<file path="src/hdl/iil_pkg.sv">
// ----------------------------------------------------------------------------
// iil_pkg
// shared types and constants for the indexed integer list
// ----------------------------------------------------------------------------
package iil_pkg;

  // number of list entries, tied to the 4-bit position and 5-bit count fields
  localparam int unsigned CAPACITY = 16;
  localparam int unsigned IDX_W    = $clog2(CAPACITY);
  localparam int unsigned CNT_W    = $clog2(CAPACITY + 1);
  localparam int unsigned DATA_W   = 32;

  typedef enum logic [2:0] {
    KIND_APPEND = 3'd0,
    KIND_INSERT = 3'd1,
    KIND_READ   = 3'd2,
    KIND_DELETE = 3'd3,
    KIND_CLEAR  = 3'd4
  } kind_e;

  typedef enum logic [1:0] {
    STATUS_OK     = 2'd0,
    STATUS_FULL   = 2'd1,
    STATUS_BADPOS = 2'd2
  } status_e;

  typedef enum logic {
    ST_IDLE = 1'b0,
    ST_EXEC = 1'b1
  } state_e;

  typedef struct packed {
    logic [2:0]               kind;
    logic signed [DATA_W-1:0] item_value;
    logic [IDX_W-1:0]         position;
  } req_t;

  typedef struct packed {
    logic signed [DATA_W-1:0] read_value;
    logic [1:0]               status;
    logic [CNT_W-1:0]         entry_count;
  } rsp_t;

  // controller to datapath commands
  typedef struct packed {
    logic take;   // capture the incoming item
    logic exec;   // run the captured item and load the result register
  } cmd_t;

endpackage

</file>
<file path="src/hdl/iil_ctrl.sv">
// ----------------------------------------------------------------------------
// iil_ctrl
// handshake controller: capture, execute, result hand-off
// ----------------------------------------------------------------------------
module iil_ctrl (
  input  logic          clk_i,
  input  logic          rst_ni,
  input  logic          in_valid_i,
  output logic          in_stall_o,
  output logic          out_valid_o,
  input  logic          out_stall_i,
  output iil_pkg::cmd_t cmd_o
);

  iil_pkg::state_e state_q, state_d;
  logic            out_valid_q, out_valid_d;
  logic            out_free;

  // result register can take a new result this cycle
  assign out_free = !out_valid_q || !out_stall_i;

  always_comb begin
    state_d = state_q;
    case (state_q)
      iil_pkg::ST_IDLE: begin
        if (in_valid_i) state_d = iil_pkg::ST_EXEC;
      end
      iil_pkg::ST_EXEC: begin
        if (out_free) state_d = iil_pkg::ST_IDLE;
      end
      default: state_d = iil_pkg::ST_IDLE;
    endcase
  end

  always_comb begin
    cmd_o.take = 1'b0;
    cmd_o.exec = 1'b0;
    in_stall_o = 1'b1;
    case (state_q)
      iil_pkg::ST_IDLE: begin
        in_stall_o = 1'b0;
        cmd_o.take = in_valid_i;
      end
      iil_pkg::ST_EXEC: begin
        cmd_o.exec = out_free;
      end
      default: begin
        in_stall_o = 1'b1;
      end
    endcase
  end

  assign out_valid_d = cmd_o.exec || (out_valid_q && out_stall_i);
  assign out_valid_o = out_valid_q;

  always_ff @(posedge clk_i or negedge rst_ni) begin
    if (!rst_ni) begin
      state_q     <= iil_pkg::ST_IDLE;
      out_valid_q <= 1'b0;
    end else begin
      state_q     <= state_d;
      out_valid_q <= out_valid_d;
    end
  end

  a_take_to_exec: assert property (@(posedge clk_i) disable iff (!rst_ni)
    cmd_o.take |=> state_q == iil_pkg::ST_EXEC)
    else $error("captured item did not move to execute");

  a_exec_gives_result: assert property (@(posedge clk_i) disable iff (!rst_ni)
    cmd_o.exec |=> out_valid_q)
    else $error("executed item produced no result");

  a_no_exec_over_held: assert property (@(posedge clk_i) disable iff (!rst_ni)
    (out_valid_q && out_stall_i) |-> !cmd_o.exec)
    else $error("result overwritten while stalled");

  a_result_kept: assert property (@(posedge clk_i) disable iff (!rst_ni)
    (out_valid_q && out_stall_i) |=> out_valid_q)
    else $error("stalled result dropped");

endmodule

</file>
<file path="src/hdl/iil_datapath.sv">
// ----------------------------------------------------------------------------
// iil_datapath
// request register, shifting row of entry cells, count and result register
// ----------------------------------------------------------------------------
module iil_datapath (
  input  logic          clk_i,
  input  logic          rst_ni,
  input  iil_pkg::cmd_t cmd_i,
  input  iil_pkg::req_t req_i,
  output iil_pkg::rsp_t rsp_o
);

  localparam int unsigned CAP = iil_pkg::CAPACITY;
  localparam int unsigned IW  = iil_pkg::IDX_W;
  localparam int unsigned CW  = iil_pkg::CNT_W;
  localparam int unsigned DW  = iil_pkg::DATA_W;

  iil_pkg::req_t    req_q;
  logic [DW-1:0]    cells_q [CAP];
  logic [DW-1:0]    cells_d [CAP];
  logic [CW-1:0]    count_q, count_d;
  iil_pkg::rsp_t    rsp_q, rsp_d;

  logic             is_full;
  logic             pos_bad;
  logic [IW-1:0]    ins_pos;
  logic [DW-1:0]    sel_value;

  assign is_full   = (count_q == CW'(CAP));
  assign pos_bad   = ({1'b0, req_q.position} >= count_q);
  assign sel_value = cells_q[req_q.position];
  // append, or insert at or past the end, lands on the first free cell
  assign ins_pos   = ((req_q.kind == iil_pkg::KIND_APPEND) || pos_bad)
                     ? count_q[IW-1:0] : req_q.position;

  always_comb begin
    cells_d = cells_q;
    count_d = count_q;
    rsp_d.read_value = '0;
    rsp_d.status     = iil_pkg::STATUS_OK;

    case (req_q.kind)
      iil_pkg::KIND_APPEND,
      iil_pkg::KIND_INSERT: begin
        if (is_full) begin
          rsp_d.status = iil_pkg::STATUS_FULL;
        end else begin
          if (ins_pos == '0) cells_d[0] = req_q.item_value;
          for (int i = 1; i < CAP; i++) begin
            if (IW'(i) == ins_pos) cells_d[i] = req_q.item_value;
            else if (IW'(i) > ins_pos) cells_d[i] = cells_q[i-1];
          end
          count_d = count_q + CW'(1);
        end
      end
      iil_pkg::KIND_READ: begin
        if (pos_bad) rsp_d.status = iil_pkg::STATUS_BADPOS;
        else rsp_d.read_value = sel_value;
      end
      iil_pkg::KIND_DELETE: begin
        if (pos_bad) begin
          rsp_d.status = iil_pkg::STATUS_BADPOS;
        end else begin
          rsp_d.read_value = sel_value;
          for (int i = 0; i < CAP - 1; i++) begin
            if (IW'(i) >= req_q.position) cells_d[i] = cells_q[i+1];
          end
          count_d = count_q - CW'(1);
        end
      end
      iil_pkg::KIND_CLEAR: begin
        count_d = '0;
      end
      default: begin
        count_d = count_q;
      end
    endcase

    rsp_d.entry_count = count_d;
  end

  always_ff @(posedge clk_i or negedge rst_ni) begin
    if (!rst_ni) begin
      count_q <= '0;
    end else if (cmd_i.exec) begin
      count_q <= count_d;
    end
  end

  always_ff @(posedge clk_i) begin
    if (cmd_i.take) req_q <= req_i;
    if (cmd_i.exec) begin
      cells_q <= cells_d;
      rsp_q   <= rsp_d;
    end
  end

  assign rsp_o = rsp_q;

endmodule

</file>
<file path="src/hdl/indexed_integer_list_core.sv">
// ----------------------------------------------------------------------------
// indexed_integer_list_core
// ordered list of signed 32-bit integers with append, insert, read, delete
// and clear by position
// ----------------------------------------------------------------------------
// The list lives in a row of 16 register cells that shift up on insert and
// down on delete, so every request runs on the whole row at once no matter
// where it lands. An item is first captured into the request register, then
// run on the cell row while the result register is loaded. The next item
// is accepted in the cycle after execute; while an item is pending, a new
// one is stalled. A result waits in the output register while the far side
// stalls; a captured item only executes once that register is free. Every
// item gives exactly one result: value read or removed (zero otherwise), a
// status (ok, full, bad position) and the count after the operation. Kinds
// 5 to 7 change nothing and report ok.
// ----------------------------------------------------------------------------
module indexed_integer_list_core (
  input  logic          clk_i,
  input  logic          rst_ni,
  // request channel
  input  logic          in_valid_i,
  output logic          in_stall_o,
  input  iil_pkg::req_t in_req_i,
  // result channel
  output logic          out_valid_o,
  input  logic          out_stall_i,
  output iil_pkg::rsp_t out_rsp_o
);

  // commands from the controller to the datapath
  iil_pkg::cmd_t cmd;

  // state machine: capture, then execute when the result register is free
  iil_ctrl u_ctrl (
    .clk_i       (clk_i),
    .rst_ni      (rst_ni),
    .in_valid_i  (in_valid_i),
    .in_stall_o  (in_stall_o),
    .out_valid_o (out_valid_o),
    .out_stall_i (out_stall_i),
    .cmd_o       (cmd)
  );

  // cell row, count and result register
  iil_datapath u_datapath (
    .clk_i  (clk_i),
    .rst_ni (rst_ni),
    .cmd_i  (cmd),
    .req_i  (in_req_i),
    .rsp_o  (out_rsp_o)
  );

endmodule

</file>
<file path="config.mk">
export PLATFORM = sky130hd
export DESIGN_NAME = indexed_integer_list_core
export DESIGN_NICKNAME = d
export VERILOG_FILES = /design/src/hdl/iil_pkg.sv /design/src/hdl/iil_ctrl.sv /design/src/hdl/iil_datapath.sv /design/src/hdl/indexed_integer_list_core.sv
export SDC_FILE = /design/constraint.sdc
export NUM_CORES = 1
export LEC_CHECK = 0
export ABC_AREA = 1
export BUFFER_PORTS_ARGS = -buffer_cell sky130_fd_sc_hd__buf_4
export CORE_MARGIN = 2
export CORE_UTILIZATION = 28
export CTS_BUF_LIST = sky130_fd_sc_hd__clkbuf_4 sky130_fd_sc_hd__clkbuf_8 sky130_fd_sc_hd__clkbuf_16
export CTS_CLUSTER_SIZE = 14
export DETAILED_ROUTE_END_ITERATION = 16
export GPL_TIMING_DRIVEN = 1
export PLACE_DENSITY = 0.4
export SLEW_MARGIN = 5
export SYNTH_ARGS = -nofsm -noshare
export SYNTH_HDL_FRONTEND = slang
export SYNTH_SLANG_ARGS = --single-unit
</file>
<file path="constraint.sdc">
create_clock -name clk_i -period 16.1 [get_ports clk_i]
set_input_delay 1.61 -clock clk_i [delete_from_list [all_inputs] [get_ports clk_i]]
set_output_delay 1.61 -clock clk_i [all_outputs]
set_load 0.1 [all_outputs]
</file>
; ---- After elaboration in Yosys (flattened, before gate mapping)
; Cells that the tools add are included.
[classes]
n_addsub = 2
mul = 0
div = 0
n_lt_le_gt_ge = 32
n_eq_ne = 52
shifts = 0
mux = 65
bitwise = 4
n_reduce_logical = 29
[op_table]
columns = operator, count
row1 = two-way mux 32 bit, 48
row2 = case mux 480 bit (2 select lines), 1
row3 = two-way mux 512 bit, 1
row4 = two-way mux 480 bit, 1
row5 = binary-select mux 32 bit (select 4 bit), 1
row6 = AND reduction 6 bit, 15
row7 = inequality test 3 x 1 -> 1 bit (second input constant), 14
row8 = equality test 4 bit (first input constant), 8
row9 = greater-than comparator 4 bit (first input constant), 8
row10 = inequality test 2 x 1 -> 1 bit (second input constant), 16
row11 = greater-or-equal comparator 4 bit (first input constant), 7
row12 = equality test 3 x 4 -> 1 bit (first input constant), 4
row13 = greater-or-equal comparator 3 x 4 -> 1 bit (first input constant), 4
row14 = greater-than comparator 3 x 4 -> 1 bit (first input constant), 4
row15 = case mux 5 bit (3 select lines), 1
row16 = two-way mux 5 bit, 2
row17 = equality test 2 x 4 -> 1 bit (first input constant), 2
row18 = greater-or-equal comparator 1 x 4 -> 1 bit (first input constant), 2
row19 = greater-or-equal comparator 2 x 4 -> 1 bit (first input constant), 2
row20 = greater-than comparator 2 x 4 -> 1 bit (first input constant), 2
row21 = equality test 3 x 2 -> 1 bit (second input constant), 2
row22 = two-way mux 1 bit, 6
row23 = OR reduction 2 bit, 3
row24 = adder 5 x 1 -> 5 bit (second input constant), 1
row25 = 22 further kinds, 29
[word_totals]
reg_bits = 597
latch_bits = 0
mem_bits_rw = 0
rom_bits = 0
inputBits = 43
output_inout_bits = 41
elab_cells = 209
memories = 0

; ---- Depth between registers and ports, before layout
[depth]
word_depth = 8
depth_mapped = 20
ltp_nobuf = 15

; ---- Cells and area by module
; A second synthesis with hierarchy kept.
[hier_totals]
hier_cells = 4782
area_unflattened_um2 = 36165.9
[modules_own_cells]
columns = mod, n_inst, cells_each, area_per_inst_um2, seq_area_each_um2
row1 = iil_datapath, 1, 4772, 36083.4, 17842.1
row2 = iil_ctrl, 1, 10, 82.6, 50.0

; ---- Worst setup path after synthesis
; Ideal clock, no wire load.
[synth_timing]
kind = reg2reg
from = register u_datapath.req_q[0] (netlist name)
to = register u_datapath.cells_q[192] (netlist name), enable pin
setup_ns = 0.461
arrival_ns = 4.763
t_required_ns = 15.639
path_slack_ns = 10.875
stages_incl_launch_ff = 19
path_buffers = 5
synth_period_minus_slack_ns = 5.225
cell_sequence = edfxtp_1 > inv_1 > buf_2 > buf_2 > buf_1 > ha_1 > inv_1 > nand2_1 > nand2_1 > nand2_1 > nand2_4 > nand3_4 > nand2_1 > nand2_1 > nor2_1 > buf_4 > buf_4 > nor2_1 > nor3_1
[synth_via]
elab_chain_cells = 6
word_cells_on_any_way = 10
classes_between = 3 x order compare / 4 x eq/ne / 1 x mux / 2 x reduce/logical
[synth_lines]
columns = element, line
row1 = from (decl), iil_datapath.sv:18  ; iil_pkg::req_t req_q;
row2 = from (signal assigned), iil_datapath.sv:91  ; if (cmd_i.take) req_q <= req_i;
row3 = greater-or-equal comparator 4 x 5 -> 1 bit, iil_datapath.sv:30  ; assign pos_bad = ({1'b0, req_q.position} >= count_q);
row4 = logical OR 1 bit, iil_datapath.sv:33  ; assign ins_pos = ((req_q.kind == iil_pkg::KIND_APPEND) || pos_bad)
row5 = two-way mux 4 bit, iil_datapath.sv:34  ; ? count_q[IW-1:0] : req_q.position;
row6 = greater-than comparator 4 bit / equality test 4 bit (equally long branches), "iil_datapath.sv:51, iil_datapath.sv:50"
row7 = inequality test 3 x 1 -> 1 bit (no line), --
row8 = AND reduction 6 bit (no line) (*), --
row9 = to (signal assigned), iil_datapath.sv:93  ; cells_q <= cells_d;
row10 = to (decl), iil_datapath.sv:19  ; logic [DW-1:0] cells_q [CAP];
; Mark *: on every way between the ends. The rest lies on a longest branch, timed or not.
; A chain may end at the register's enable or synchronous reset.

; ---- Final worst setup path
[layout_timing]
from = register u_datapath.req_q[0] (netlist name)
to = register u_datapath.cells_q[426] (netlist name), enable pin
[layout_via]
elab_chain_cells = 6
word_cells_on_any_way = 10
classes_between = 3 x order compare / 4 x eq/ne / 1 x mux / 2 x reduce/logical
[layout_lines]
columns = element, line
row1 = greater-or-equal comparator 4 x 5 -> 1 bit, iil_datapath.sv:30
row2 = logical OR 1 bit, iil_datapath.sv:33
row3 = two-way mux 4 bit, iil_datapath.sv:34
row4 = greater-than comparator 2 x 4 -> 1 bit / equality test 2 x 4 -> 1 bit (equally long branches), "iil_datapath.sv:51, iil_datapath.sv:50"
row5 = inequality test 3 x 1 -> 1 bit (no line), --
row6 = AND reduction 6 bit (no line) (*), --
; Marked as above.

==> metrics <==
result of the run=finished clean; total net switching power=4.08 mW; setup slack of the critical path after layout=10.53 ns; worst setup path category=reg -> reg; clock tree root buffer cell=sky130_fd_sc_hd__clkbuf_16; number of instances resized during post-cts repair=0; number of instances in the synthesized netlist=4786; final global-route overflow total=0; WP data arrival=5.84 ns; drt initial violations=3549; # IOs=84; maximum buffer depth of the clock tree=3; share of synthesized area occupied by flip-flops and latches=49.4%; sum of negative setup slack=0 ns; Chip Height=364 um; fraction of power spent switching nets=48.7%; PD cells=207 nW/um^2; worst rel slew slack=12.2%; total internal power=4.29 mW; max capacitance violation total=0; required time at the endpoint of the critical path=16.37 ns; max-slew violation total from the final report=0; share of final-layout standard cells stronger than drive strength 1=7.00%; Design Power=8.37 mW; final HPWL from detailed placement=84.9 mm; number of antenna repair diodes=0; number of nets still failing antenna checks after routing=0; gr usage total=21.3%; Reg power frac=31.4%; endpoint kind of the worst setup timing path=flip-flop; cell-by-cell listing of the critical path=inv_8 -> ha_1 -> inv_1 -> nand2_1 -> nand2_1 -> nand2_1 -> nand2_4 -> nand3_4 -> nand2_1 -> nand2_1 -> nor2_4 -> buf_4 -> buf_4 -> nand2_2 -> a21oi_4 -> buf_4; synthesis-to-finish area growth=11.8%; kind of launch point of the worst setup path=flip-flop; Lkg Pwr=17.6 nW; wire length of the first global-routing pass=214 mm; critical path buffer and inverter count=5; Mapped Avg Cell Area=7.57 um^2; CTS Hold Buffers Added=0; Largest delay share family, worst path=buffers and inverters; standard-cell row count=131; router iterations before antenna repair=5; clock insertion delay at the later pin of the skew report=0.65 ns; Clock Power Share=20.0%; TritonCTS clock tree=done; residual DRC count=0; CTS Buf Count=77; number of nets in the finished design=4675; average wire length per cell after detail routing=22.4 um; Mapped Area=36200 um^2; number of synthesized register bits=597; RSZ-0062 raised after global routing=no; core area=128000 um^2; clk_skew=0.0211 ns; Worst Max-Slew Pin Slew=1.32 ns; slowest stage delay, CP=0.84 ns; final cell count without fillers=6412; pre-CTS WS=10.47 ns; starting utilization of the core area=28.3%; final critical-path required period=5.57 ns; Critical Path Fanout Max=106; number of cells in the design after placement=6276; combinational share of power=48.5%; Clock Sinks=597; FILL cells=13850; area of the die=132000 um^2; Fmax achieved=180 MHz; total wire length after detailed routing=143 mm; YS warnings=0; cell with the largest stage delay on the worst path=sky130_fd_sc_hd__buf_4; CP most frequent cell=sky130_fd_sc_hd__nand2_1; detail-routed via count per cell=5.05; Port Buffer Count=83; initial antenna violation count=1; share of the cycle needed by the critical path after routing=34.6%; endpoints failing setup=0; final-report hold violation count=0; global placement routability congestion=0.791; Die X=364 um; number of global-route vias before repair=30954; worst vdd rail ir drop=0.149 mV; setup repair bufs after CTS=0; maximum number of pins on one net before global-route repair=197; clock-pin slew reported for the worst setup and hold paths after clock tree synthesis=0.06 ns; post-synthesis cell type count=31; number of levels the H-tree was split into=3; via total after detailed routing=32358; class of the most critical hold timing path=reg -> reg; final hold slack=0.506 ns; Post-Syn Nets=4835
-- power by group through the flow --
stage / Sequential [mW] / Combinational [mW] / Clock [mW]
floorplan: 2.85 / 2.49 / 0
global placement: 2.65 / 4.02 / 0
detailed placement: 2.65 / 4.06 / 0
CTS: 2.62 / 4.07 / 1.73
global route: 2.67 / 4.47 / 1.78
finish: 2.63 / 4.06 / 1.68
-- tightest hold or removal path: stages, from the launching register on --
cell and delay [ns]:
sky130_fd_sc_hd__dfrtp_1 0.35, sky130_fd_sc_hd__nand2_1 0.07, sky130_fd_sc_hd__nand2_1 0.05
-- metal layers --
| metal | up-vias | global-route usage (%) | share of wire, % |
|---|---|---|---|
| met3 | 151 | 2.19 | 5.9 |
| met1 | 15486 | 31.7 | 48 |
| met2 | 1098 | 33.0 | 44 |
| li1 | 15623 | - | - |
| met4 | 0 | 4.90 | 1.7 |
| met5 | - | 0 | 0 |
-- final timing paths --
| check | start | to | slack [ns] | cells past startpoint |
|---|---|---|---|---|
| setup / recovery | u_datapath.req_q[0]$_DFFE_PP_ | u_datapath.cells_q[426]$_DFFE_PP_ | 10.53 | 16 |
| hold / removal | u_ctrl.out_valid_o$_DFF_PN0_ | u_ctrl.out_valid_o$_DFF_PN0_ | 0.51 | 2 |
| setup reg to reg | u_datapath.req_q[0]$_DFFE_PP_ | u_datapath.cells_q[426]$_DFFE_PP_ | 10.53 | 16 |
| hold reg to reg | u_ctrl.out_valid_o$_DFF_PN0_ | u_ctrl.out_valid_o$_DFF_PN0_ | 0.51 | 2 |
| max in group asynchronous | rst_ni | u_datapath.count_q[0]$_DFFE_PN0P_ | 15.18 | 1 |
| min in group asynchronous | rst_ni | u_datapath.count_q[3]$_DFFE_PN0P_ | 0.78 | 1 |
-- state kept, by name (all words and copies together) (netlist names) --
register and flops:
u_ctrl.state_q 1, u_datapath.req_q 39, u_datapath.count_q 5, u_datapath.cells_q 512
u_ctrl.out_valid_o 1, u_datapath.rsp_o 39
-- through the flow --
step | utilization [%] | cell area [um^2]
after floorplan | - | 36200
after global placement | 29.8 | 38100
after detailed placement | 29.8 | 38100
after CTS | 31.6 | 40500
after global routing | 31.6 | 40500
final | 31.6 | 40500
-- cells in the mapped netlist, drive strengths merged --
cell / instances / area, um^2
nand3: 965 / 4850
nand2: 1582 / 5960
dfrtp: 7 / 175
nand3b: 1 / 7.51
buf: 176 / 905
inv: 509 / 1910
nor2: 67 / 287
o211ai: 33 / 248
nor3: 1 / 5.00
o31ai: 2 / 15.0
o22ai: 33 / 206
ha: 6 / 75.1
a31oi: 34 / 213
edfxtp: 590 / 17700
o21ai: 313 / 1570
xor2: 1 / 8.76
a22oi: 1 / 7.51
nand4: 11 / 68.8
clkbuf: 215 / 807
a21oi: 239 / 1200
-- logic make-up (layout without fill, tap and decap cells) --
logic type / count (synthesis) / count (layout) / synth area share (%)
adder cells (fa/ha/maj): 6 / 6 / 0.207
XOR/XNOR: 1 / 1 / 0.0242
buffers and inverters: 900 / 797 / 10.0
AO/OA/AOI/OAI: 655 / 655 / 9.53
flip-flops: 597 / 597 / 49.4
AND/OR/NAND/NOR: 2627 / 2627 / 30.8
-- placed cells by master, fill, tap and decap left out, types with 18 or more instances in the layout --
cell type                   Yosys  routed
sky130_fd_sc_hd__clkinv_1       0      21
sky130_fd_sc_hd__nand2_2        5      20
sky130_fd_sc_hd__nand3_1      963     963
sky130_fd_sc_hd__clkbuf_4       0      18
sky130_fd_sc_hd__o22ai_1       33      33
sky130_fd_sc_hd__clkbuf_16      0      81
sky130_fd_sc_hd__inv_1        506     500
sky130_fd_sc_hd__o211ai_1      33      33
sky130_fd_sc_hd__edfxtp_1     590     590
sky130_fd_sc_hd__nand2_1     1576    1561
sky130_fd_sc_hd__nor2_1        61      47
sky130_fd_sc_hd__a21oi_1      239     232
sky130_fd_sc_hd__o21ai_0      298     298
sky130_fd_sc_hd__buf_4         31     147
sky130_fd_sc_hd__a31oi_1       34      34
sky130_fd_sc_hd__nor2_4         4      20
-- layout make-up --
| class | count | area [um^2] | area share, % |
|---|---|---|---|
| Inverter | 509 | 1930 | 4.76 |
| Clock buffer | 99 | 2160 | 5.34 |
| Tap cell | 1729 | 2160 | 5.34 |
| Clock inverter | 37 | 184 | 0.454 |
| Multi-Input combinational cell | 3289 | 15000 | 36.9 |
| Timing Repair Buffer | 152 | 1200 | 2.97 |
| Sequential cell | 597 | 17900 | 44.2 |
Note: power is estimated with default switching activity, not from simulation.
